[config.mk]
export PLATFORM = sky130hd
export DESIGN_NAME = mmie_front_flat
export DESIGN_NICKNAME = d
export VERILOG_FILES = /design/src/mmie_pkg.sv /design/src/mmie_if.sv /design/src/mmie_front.sv /design/src/flat_wrapper.sv
export SDC_FILE = /design/constraint.sdc
export NUM_CORES = 1
export LEC_CHECK = 0
export BUFFER_PORTS_ARGS = -buffer_cell sky130_fd_sc_hd__buf_2
export CAP_MARGIN = 20
export CORE_MARGIN = 5
export CORE_UTILIZATION = 52
export CTS_CLUSTER_SIZE = 16
export DETAILED_ROUTE_END_ITERATION = 16
export GPL_ROUTABILITY_DRIVEN = 0
export PLACE_DENSITY = 0.79
export SLEW_MARGIN = 10
export SYNTH_ARGS = -nofsm -noshare
export SYNTH_HDL_FRONTEND = slang
export SYNTH_SLANG_ARGS = --single-unit
[constraint.sdc]
create_clock -name clk -period 5.4 [get_ports clk]
set_input_delay 0.54 -clock clk [delete_from_list [all_inputs] [get_ports clk]]
set_output_delay 0.54 -clock clk [all_outputs]
set_load 0.02 [all_outputs]
[src/mmie_pkg.sv]
// Shared types and constants of the memory-to-memory instruction executor.
package mmie_pkg;

  localparam int DEFAULT_MEM_WORDS = 1024;
  localparam int DEFAULT_WORD_BITS = 32;

  // Fixed transaction field widths
  localparam int MODE_BITS    = 4;
  localparam int ADDR_IN_BITS = 10;
  localparam int INDEX_BITS   = 10;
  localparam int IMM_BITS     = 32;
  localparam int PRINT_BITS   = 32;

  // Multiplier consumes this many multiplier bits per step
  localparam int MUL_CHUNK_BITS = 16;

  // Instruction classes; encodings match the mode field, OP_NOP covers unused modes
  typedef enum logic [MODE_BITS-1:0] {
    OP_ADD     = 4'd0,
    OP_MUL     = 4'd1,
    OP_SUB     = 4'd2,
    OP_DIV     = 4'd3,
    OP_COPY    = 4'd4,
    OP_LOADIMM = 4'd5,
    OP_JUMP    = 4'd6,
    OP_JUMPIF  = 4'd7,
    OP_LESS    = 4'd8,
    OP_GREATER = 4'd9,
    OP_EQUAL   = 4'd10,
    OP_PRINT   = 4'd11,
    OP_NOP     = 4'd15
  } op_t;

  // Classified instruction as it travels from front end to back end
  typedef struct packed {
    op_t                        op;
    logic signed [IMM_BITS-1:0] imm;
    logic [INDEX_BITS-1:0]      target;
  } cmd_t;

endpackage

[src/mmie_if.sv]
// Valid/ready channel interfaces for instruction and result transactions.
interface mmie_in_if;
  logic                                  valid;
  logic                                  ready;
  logic [mmie_pkg::MODE_BITS-1:0]        mode;
  logic [mmie_pkg::ADDR_IN_BITS-1:0]     dest;
  logic [mmie_pkg::ADDR_IN_BITS-1:0]     src_a;
  logic [mmie_pkg::ADDR_IN_BITS-1:0]     src_b;
  logic signed [mmie_pkg::IMM_BITS-1:0]  immediate;
  logic [mmie_pkg::INDEX_BITS-1:0]       jump_target;

  modport source (output valid, mode, dest, src_a, src_b, immediate, jump_target,
                  input ready);
  modport sink   (input valid, mode, dest, src_a, src_b, immediate, jump_target,
                  output ready);
endinterface


[src/mmie_front.sv]
// Front end: accepts instruction transactions, classifies them and queues them.
module mmie_front #(
  parameter int MEM_WORDS = mmie_pkg::DEFAULT_MEM_WORDS,
  localparam int AW       = $clog2(MEM_WORDS)
) (
  input  logic           clk,
  input  logic           rst_n,
  mmie_in_if.sink        in_ch,
  input  logic           accept_en,
  output logic           head_valid,
  input  logic           head_pop,
  output mmie_pkg::cmd_t head_cmd,
  output logic [AW-1:0]  head_dest,
  output logic [AW-1:0]  head_src_a,
  output logic [AW-1:0]  head_src_b
);

  localparam int QDEPTH   = 2;   // power of two, pointers wrap naturally
  localparam int PW       = $clog2(QDEPTH);
  localparam int CW       = $clog2(QDEPTH + 1);
  localparam int IN_SPAN  = 1 << mmie_pkg::ADDR_IN_BITS;
  localparam int MOD_STEPS = (MEM_WORDS >= IN_SPAN) ? 0
                           : $clog2((IN_SPAN + MEM_WORDS - 1) / MEM_WORDS);

  typedef struct packed {
    mmie_pkg::cmd_t cmd;
    logic [AW-1:0]  dest;
    logic [AW-1:0]  src_a;
    logic [AW-1:0]  src_b;
  } entry_t;

  // address modulo the memory size: restoring subtract of shifted multiples
  function automatic logic [AW-1:0] wrap_addr(input logic [mmie_pkg::ADDR_IN_BITS-1:0] a);
    logic [31:0] t;
    t = 32'(a);
    for (int k = MOD_STEPS - 1; k >= 0; k--) begin
      if (t >= (32'(MEM_WORDS) << k)) begin
        t = t - (32'(MEM_WORDS) << k);
      end
    end
    return AW'(t);
  endfunction

  entry_t          q_r [QDEPTH];
  logic [PW-1:0]   wr_ptr_r;
  logic [PW-1:0]   rd_ptr_r;
  logic [CW-1:0]   count_r;
  entry_t          entry_in;
  mmie_pkg::op_t   op_dec;
  logic            push;

  assign op_dec = (in_ch.mode <= mmie_pkg::MODE_BITS'(mmie_pkg::OP_PRINT))
                ? mmie_pkg::op_t'(in_ch.mode) : mmie_pkg::OP_NOP;

  always_comb begin
    entry_in.cmd.op     = op_dec;
    entry_in.cmd.imm    = in_ch.immediate;
    entry_in.cmd.target = in_ch.jump_target;
    entry_in.dest       = wrap_addr(in_ch.dest);
    entry_in.src_a      = wrap_addr(in_ch.src_a);
    entry_in.src_b      = wrap_addr(in_ch.src_b);
  end

  assign in_ch.ready = accept_en && (count_r != CW'(QDEPTH));
  assign push        = in_ch.valid && in_ch.ready;

  always_ff @(posedge clk) begin
    if (!rst_n) begin
      wr_ptr_r <= '0;
      rd_ptr_r <= '0;
      count_r  <= '0;
    end else begin
      if (push) begin
        wr_ptr_r <= wr_ptr_r + PW'(1);
      end
      if (head_pop) begin
        rd_ptr_r <= rd_ptr_r + PW'(1);
      end
      count_r <= count_r + CW'(push) - CW'(head_pop);
    end
    if (push) begin
      q_r[wr_ptr_r] <= entry_in;
    end
  end

  assign head_valid = count_r != '0;
  assign head_cmd   = q_r[rd_ptr_r].cmd;
  assign head_dest  = q_r[rd_ptr_r].dest;
  assign head_src_a = q_r[rd_ptr_r].src_a;
  assign head_src_b = q_r[rd_ptr_r].src_b;

endmodule

[src/flat_wrapper.sv]
// flat-port wrapper written by rule: the top's interface ports become plain ports
module mmie_front_flat 
#(
  parameter int MEM_WORDS = mmie_pkg::DEFAULT_MEM_WORDS,
  localparam int AW       = $clog2(MEM_WORDS)
)
  (clk, rst_n, accept_en, head_valid, head_pop, head_cmd, head_dest, head_src_a, head_src_b, in_ch_valid, in_ch_mode, in_ch_dest, in_ch_src_a, in_ch_src_b, in_ch_immediate, in_ch_jump_target, in_ch_ready);
  mmie_in_if in_ch_i ();
  input  logic clk;
  input  logic rst_n;
  input  logic accept_en;
  output logic head_valid;
  input  logic head_pop;
  output mmie_pkg::cmd_t head_cmd;
  output logic [AW-1:0] head_dest;
  output logic [AW-1:0] head_src_a;
  output logic [AW-1:0] head_src_b;
  input wire logic [$bits(in_ch_i.valid)-1:0] in_ch_valid;
  input wire logic [$bits(in_ch_i.mode)-1:0] in_ch_mode;
  input wire logic [$bits(in_ch_i.dest)-1:0] in_ch_dest;
  input wire logic [$bits(in_ch_i.src_a)-1:0] in_ch_src_a;
  input wire logic [$bits(in_ch_i.src_b)-1:0] in_ch_src_b;
  input wire logic [$bits(in_ch_i.immediate)-1:0] in_ch_immediate;
  input wire logic [$bits(in_ch_i.jump_target)-1:0] in_ch_jump_target;
  output wire logic [$bits(in_ch_i.ready)-1:0] in_ch_ready;
  assign in_ch_i.valid = in_ch_valid;
  assign in_ch_i.mode = in_ch_mode;
  assign in_ch_i.dest = in_ch_dest;
  assign in_ch_i.src_a = in_ch_src_a;
  assign in_ch_i.src_b = in_ch_src_b;
  assign in_ch_i.immediate = in_ch_immediate;
  assign in_ch_i.jump_target = in_ch_jump_target;
  assign in_ch_ready = in_ch_i.ready;
  mmie_front #(.MEM_WORDS(MEM_WORDS)) u_core (.clk(clk), .rst_n(rst_n), .in_ch(in_ch_i), .accept_en(accept_en), .head_valid(head_valid), .head_pop(head_pop), .head_cmd(head_cmd), .head_dest(head_dest), .head_src_a(head_src_a), .head_src_b(head_src_b));
endmodule
==> Word level (Yosys, flattened, before mapping) <==
Memory sizes are Yosys's and may differ from the RTL's. A register that Yosys moved wholly into a read port is not among the register bits.
Cells that the tools add are included.
{ "totals": {"input_bits": 81, "regBits": 4, "mem_count": 1, "out_inout_bits": 78, "mem_bits_rw": 152} }
{ "op_classes": {"reduce_logical": 3, "n_eq_ne": 1, "mux": 5, "n_lt_le_gt_ge": 1, "add_sub_neg": 4} }
{ "mem_list": {"columns": ["memory", "depth", "width", "rd", "rd_clocked_by_memory_dff", "write_ports", "line_no", "rtl"], "rows": [
  ["u_core.q_r", 2, 76, 1, 1, 1, "mmie_front.sv:44", "entry_t q_r [QDEPTH];"]
]} }
{ "op_table": {"columns": ["operator", "count"], "rows": [
  ["$le A4 B4 Y1 const B", 1],
  ["$mux W1", 4],
  ["$mux W4", 1],
  ["$add A1 B1 Y1 const B", 2],
  ["$add A2 B1 Y2", 1],
  ["$logic_and A1 B1 Y1", 2],
  ["$ne A2 B2 Y1 const B", 1],
  ["$reduce_bool A2 Y1", 1],
  ["$sub A2 B1 Y2", 1]
]} }

==> Logic depth before layout (Yosys ltp) <==
Gate-level depths: netlist of run 1.
{ "depth": {"word_depth": 5, "mapped_depth": 7, "mapped_depth_nobuf": 7} }

==> Worst setup path after synthesis of run 1 <==
No wires, ideal clock.
{ "synth_timing": {"kind": "input-to-reg", "from": "input in_ch_valid", "to": "memory u_core.q_r[0][0] in the netlist's numbering (enable)", "path_buffers": 0, "path_slack_ps": 748, "required_ps": 4880, "path_stages": 2, "t_arrival_ps": 4132, "path_cell_list": "and3_1 -> nor2b_1"} }
{ "synth_between": {"elab_chain_len": 3} }
{ "synth_rtl": {"columns": ["item", "line_no", "rtl"], "rows": [
  ["from (decl)", "flat_wrapper.sv:18", "input wire logic [$bits(in_ch_i.valid)-1:0] in_ch_valid;"],
  ["$logic_and A1 B1 Y1", "mmie_front.sv:65", "assign push = in_ch.valid && in_ch.ready;"],
  ["$mux W1", "mmie_front.sv:81", "if (push) begin"],
  ["$mux W1 (not written as such)", "mmie_front.sv:82", "q_r[wr_ptr_r] <= entry_in;"],
  ["to (decl)", "mmie_front.sv:44", null]
]} }
Every way passes these cells.

==> results of run 1 <==
registers in the layout (all words and copies together), names as in the netlist, named ones only:
register / flops
u_core.count_r: 2
u_core.rd_ptr_r: 1
u_core.wr_ptr_r: 1
u_core.q_r: 152
synthesized netlist by cell type:
cell	n
a21o_1	2
and2_1	6
and3_1	1
buf_2	3
buf_4	1
buf_6	4
clkbuf_1	2
dfxtp_1	5
edfxtp_1	152
ha_1	2
inv_1	2
mux2_2	36
mux2_4	40
mux2i_1	1
nand2_1	1
nand2b_1	2
nor2b_1	1
or2_2	1
xnor2_1	2
xor2_1	1
cell type report:
cell class,instances,area [um2]
Tap cell,143,179
Timing Repair Buffer,160,806
Fill cell,778,3880
Multi-Input combinational cell,96,1160
Clock buffer,23,448
Sequential cell,157,4670
Inverter,2,7.51
Clock inverter,9,114
kinds of logic (layout without fill, tap and decap cells):
logic type / count (synthesis) / after routing / share of synthesized area [%]
and+or+nand+nor: 12 / 12 / 1.23
adders and majority gates: 2 / 2 / 0.424
xor gates and xnor gates: 3 / 3 / 0.445
DFF: 157 / 157 / 79.0
muxes: 77 / 77 / 17.2
buffers and inverters: 12 / 194 / 1.40
AOI/OAI and AO/OA: 2 / 2 / 0.254
layer usage:
| metal | global-route usage (%) | up-vias | part of all wire (%) |
|---|---|---|---|
| li1 | - | 1375 | - |
| met1 | 19.4 | 1415 | 42 |
| met4 | 4.59 | 0 | 0.51 |
| met5 | 0 | - | 0 |
| met3 | 5.08 | 4 | 8.8 |
| met2 | 25.3 | 116 | 49 |
per-stage QoR:
stage	power, mW	util [%]	cells	cell area [um2]	hold slack, ns
after floorplan	1.72	-	265	5900	0.451
after global placement	1.83	60.6	558	6830	0.504
after detailed placement	1.84	60.6	558	6830	0.529
after CTS	2.96	65.5	590	7390	0.307
after global routing	3.05	65.5	590	7390	0.301
final	2.93	65.5	590	7390	0.327
worst max-delay path by stage:
stage          slack [ns]               end   startpoint
2_1_floorplan        0.75  u_core.q_r[0][0]  in_ch_valid
3_3_place_gp         2.81  u_core.q_r[0][1]    accept_en
3_5_place_dp         2.71  u_core.q_r[0][0]    accept_en
4_1_cts              2.40     head_src_b[4]         flop
5_1_grt              2.33     head_src_b[4]         flop
6_report             2.50     head_src_b[4]         flop
placed cells by master, fill, tap and decap left out:
master / instances
a21o_1: 2
and2_1: 5
and2_4: 1
and3_1: 1
buf_2: 158
buf_4: 2
bufinv_16: 2
clkbuf_1: 6
clkbuf_16: 17
clkinvlp_4: 6
dfxtp_1: 4
dfxtp_4: 1
edfxtp_1: 152
ha_1: 2
inv_1: 2
inv_6: 1
mux2_2: 36
mux2_4: 40
mux2i_1: 1
nand2_1: 1
nand2b_1: 2
nor2b_4: 1
or2_2: 1
xnor2_1: 2
xor2_1: 1
power by group through the flow:
stage	clock network [mW]	registers [mW]	logic, mW
CTS	1.14	1.45	0.367
global route	1.20	1.46	0.386
finish	1.12	1.45	0.360
floorplan	0	1.46	0.260
detailed placement	0	1.48	0.366
global placement	0	1.47	0.357
==> out/metrics.yaml, run 1 <==
run_status:
  outcome: "completed"
hold_path:
  worstHoldPathType: "in -> reg"
  hold_start: "in_ch_src_b[9]"
  worstHoldEndpoint: "u_core.q_r[1][9]"
  min_path_cells: 1
clock_network:
  insertion_delay_ns: 0.40
  cts_tree: "built"
  cts_buffers: 17
  clock_path_buffers: 2
  htreeDepth: 4
  cts.sinks: 157
  cts-hold-fix-buffers: 0
  cts_root_buf: "clkbuf_16"
  clkTransAtPathRegs_ns: 0.06
  ctsResizeCount: 0
  post_cts_buffers: 0
timing:
  skew_ns: 0.00408
  fmax_mhz: 345
  tightest_slew_ns: 1.04
  setup_violations: 0
  fin_crit_sh_pct: 53.7
  maxSlewViolCount: 0
  final.setup.tns_ns: 0
  layout_setup_ws_ns: 2.50
  rsz0062_at_grt: "no"
  finalHoldViolCount: 0
  max_slew_margin_pct: 30.8
  period_minus_slack_ns: 2.90
critical_path:
  crit_path_max_incr_delay_ns: 0.83
  crit_buf_inv: 2
  slowest_stage: "dfxtp_4"
  cp.depth: 3
  crit_family: "flip-flops"
  r2r_end: "u_core.q_r[0][6]"
  start_kind: "flop"
  timing_worst_setup_path_type: "reg -> out"
  crit_fanout: 48
  cp.arrival_ns: 2.36
  reg2reg_depth: 4
  end_kind: "primary output"
  path_cells: "buf_4 -> mux2_2 -> buf_2"
  r2r_start: "u_core.count_r[0]"
  required_ns: 4.86
  r2r_slack_ns: 2.90
global_route:
  grtUsageTotal_pct: 15.3
  grt_max_degree: 77
  grt_pass1_vias: 3145
  grt-ovfl-total: 0
  antenna_found_initial: 0
  grt_pass1_wl_mm: 15.4
floorplanning:
  rows: 39
  core_um2: 11300
  die-area_um2: 13600
  fp.dieH_um: 117
  pin_count: 159
  start_util_pct: 52.4
  chipWidth_um: 117
pwr:
  p_leak_nw: 2.83
  switching_power_uw: 669
  share_comb_of_total_power_pct: 12.3
  swShare_pct: 22.8
  intPower_mw: 2.26
  powerDensity_nw_per_um2: 397
  ir_worst_vdd_mv: 0.203
  clockPowerShare_pct: 38.2
  pwr-share-seq_pct: 49.5
yosys:
  syn-cell-area_um2: 5900
  syn_inst: 265
  synth_top_area_share_pct: 77.3
  synth.avg_cell_area_um2: 22.3
  syn-num-nets: 348
  synth_cell_type_count: 20
  yosysTopAreaCell: "edfxtp_1"
  yosysSeqAreaShare_pct: 79.0
  ys_seq_elements: 157
  ys_top_cells_by_area: "edfxtp_1 (77%), mux2_4 (10%), mux2_2 (6.9%), dfxtp_1 (1.7%), buf_6 (0.76%)"
  yosysWarnings: 0
routing:
  via_per_inst: 4.93
  antenna_left: 0
  wire_per_inst_um: 17.1
  drt_iter0_drc: 138
  wl_mm: 10.1
  vias: 2910
  firstDrtPassIters: 4
  post-route-drc-count: 0
placement:
  io_buffer_count: 158
  dp.final_hpwl_mm: 6.72
  place_ws_ns: 2.71
layout:
  drive_gt1_share_pct: 59.5
  syn_to_final_growth_pct: 25.2
  nNetsFinal: 517
  n_antenna_cell: 0
job:
  drv_cap: 0
No activity file was read; power rests on OpenSTA's default activity.
==> run 2, diff against run 1 <==
==> constraint.sdc (replaced) <==
create_clock -name clk -period 2.7 [get_ports clk]
set_input_delay 0.27 -clock clk [delete_from_list [all_inputs] [get_ports clk]]
set_output_delay 0.27 -clock clk [all_outputs]
set_load 0.02 [all_outputs]
==> out/metrics.yaml, run 2 (same netlist as run 1, synthesis figures left out) <==
layout:
  final_cell_count_no_fill: 594  # was 590
  syn_to_final_growth_pct: 26.9  # was 25.2%
  final_util_pct: 66.4  # was 65.5%
  reg_top3: "u_core.q_r (152), u_core.count_r (2)"  # unchanged
  nNetsFinal: 521  # was 517
  nFillCells: 796  # was 778
  n_antenna_cell: 0  # unchanged
  largest-register: "u_core.q_r"  # unchanged
  drive_gt1_share_pct: 60.3  # was 59.5%
  layout_common_cells: "buf_2 (158), edfxtp_1 (152), mux2_4 (40), mux2_2 (36), clkbuf_16 (17)"  # unchanged
  layout_commonest_cell: "buf_2"  # unchanged
  largest_reg_flops: 152  # unchanged
pwr:
  power_mw: 5.95  # was 2.93 mW
  p_leak_nw: 2.90  # was 2.83 nW
  powerDensity_nw_per_um2: 794  # was 397 nW/um2
  ir_worst_vdd_mv: 0.387  # was 0.203 mV
routing:
  antenna_left: 0  # unchanged
  post-route-drc-count: 0  # unchanged
  vias: 2948  # was 2,910
  wire_per_inst_um: 17.4  # was 17.1 um
  wl_mm: 10.3  # was 10.1 mm
  via_per_inst: 4.96  # was 4.93
  firstDrtPassIters: 4  # unchanged
  drt_iter0_drc: 123  # was 138
timing:
  final.setup.tns_ns: 0  # unchanged
  max_slew_margin_pct: 60.5  # was 30.8%
  tightest_slew_ns: 0.593  # was 1.04 ns
  finalHoldViolCount: 0  # unchanged
  period_minus_slack_ns: 2.22
  rsz0062_at_grt: "no"  # unchanged
  setup_violations: 0  # unchanged
  fin_crit_sh_pct: 82.1
  fmax_mhz: 451
  maxSlewViolCount: 0  # unchanged
  skew_ns: 0.00578  # was 0.00408 ns
clock_network:
  cts-hold-fix-buffers: 0  # unchanged
  htreeDepth: 4  # unchanged
  clkTransAtPathRegs_ns: 0.06  # about the same
  cts_tree: "built"  # unchanged
  clock_path_buffers: 2  # unchanged
  ctsResizeCount: 0  # unchanged
  cts_root_buf: "clkbuf_16"  # unchanged
  post_cts_buffers: 0  # unchanged
  cts.sinks: 157  # unchanged
  cts_buffers: 17  # unchanged
  insertion_delay_ns: 0.41  # was 0.40 ns
critical_path:
  end_kind: "primary output"  # unchanged
  crit_family: "flip-flops"  # unchanged
  required_ns: 2.43  # was 4.86 ns
  timing_worst_setup_path_type: "reg -> out"  # unchanged
  crit_buf_inv: 2  # unchanged
  cp.arrival_ns: 1.95  # was 2.36 ns
  start_kind: "flop"  # unchanged
  slowest_stage: "dfxtp_4"  # unchanged
  crit_path_max_incr_delay_ns: 0.72  # was 0.83 ns
  path_cells: "buf_12 -> mux2_2 -> buf_2"  # was buf_4 -> mux2_2 -> buf_2
  crit_fanout: 37  # was 48
global_route:
  grtUsageTotal_pct: 15.7  # was 15.3%
  grt-ovfl-total: 0  # unchanged
  grt_max_degree: 44  # was 77
  antenna_found_initial: 1  # was 0
  grt_pass1_wl_mm: 15.7  # was 15.4 mm
  grt_pass1_vias: 3182  # was 3,145
floorplanning:
  chipWidth_um: 117  # unchanged
  rows: 39  # unchanged
  core_um2: 11300  # unchanged
  start_util_pct: 52.4  # unchanged
  die-area_um2: 13600  # unchanged
  fp.dieH_um: 117  # unchanged
  pin_count: 159  # unchanged
run_status:
  outcome: "completed"  # unchanged
placement:
  dp.cells: 562  # was 558
  dp.final_hpwl_mm: 7.13  # was 6.72 mm
  io_buffer_count: 158  # unchanged
job:
  drv_cap: 0  # unchanged
hold_path:
  worstHoldPathType: "in -> reg"  # unchanged
## run 2: cell types whose count changed in the layout (fill, tap and decap cells not counted)
cell,previous run,this run
clkinv_2,0,4
clkbuf_1,6,3
clkinv_4,0,2
bufinv_16,2,3
buf_12,0,4
inv_6,1,0
clkinv_1,0,1
clkinvlp_4,6,2
## run 2: worst paths after layout
check | from | to | slack, ns | depth (start not counted)
max reg2reg | u_core.count_r[0] | u_core.q_r[0][31] | 0.91 | 4
min | in_ch_dest[0] | u_core.q_r[1][20] | 0.04 | 1
min reg2reg | u_core.wr_ptr_r | u_core.wr_ptr_r | 0.53 | 2
max | flop | head_src_a[3] | 0.48 | 3
## run 2: per-stage QoR
| step | setup WS (ns) | hold slack, ns | instance area (um2) |
|---|---|---|---|
| finish | 0.483 | 0.0448 | 7490 |
| global route | 0.376 | 0.0237 | 7490 |
| CTS | 0.431 | 0.0247 | 7490 |
| detailed placement | 0.878 | 0.462 | 6910 |
| global placement | 0.902 | 0.458 | 6910 |
| floorplan | 0.447 | 0.369 | 5910 |
## run 2: power breakdown
| part | switching (mW) | total, mW | internal (mW) |
|---|---|---|---|
| clock network | 0.865 | 2.31 | 1.44 |
| logic | 0.404 | 0.742 | 0.338 |
| registers | 0.0608 | 2.90 | 2.83 |
## run 2: cell type report
type,instances,area [um2],share of cell area [%]
flip-flops and latches,157,4670,62.3
multi-input cells,96,1160,15.6
well taps,143,179,2.39
clock buffers,20,437,5.83
clock inverters,12,146,1.95
repair buffers,164,886,11.8
inverters,2,7.51,0.100
## run 2: layer usage
metal  global-route usage (%)  wire length [um]
met5                        0                13
met4                     5.50               108
met3                     6.01               988
met2                     26.9              5330
met1                     18.1              3860
## run 2: worst reg2reg max path, delay by kind of cell, from the launching register on
family        cells  cell delay [ns]
simple gates      3             0.58
buf+inv           1             0.48
flops             1             0.33
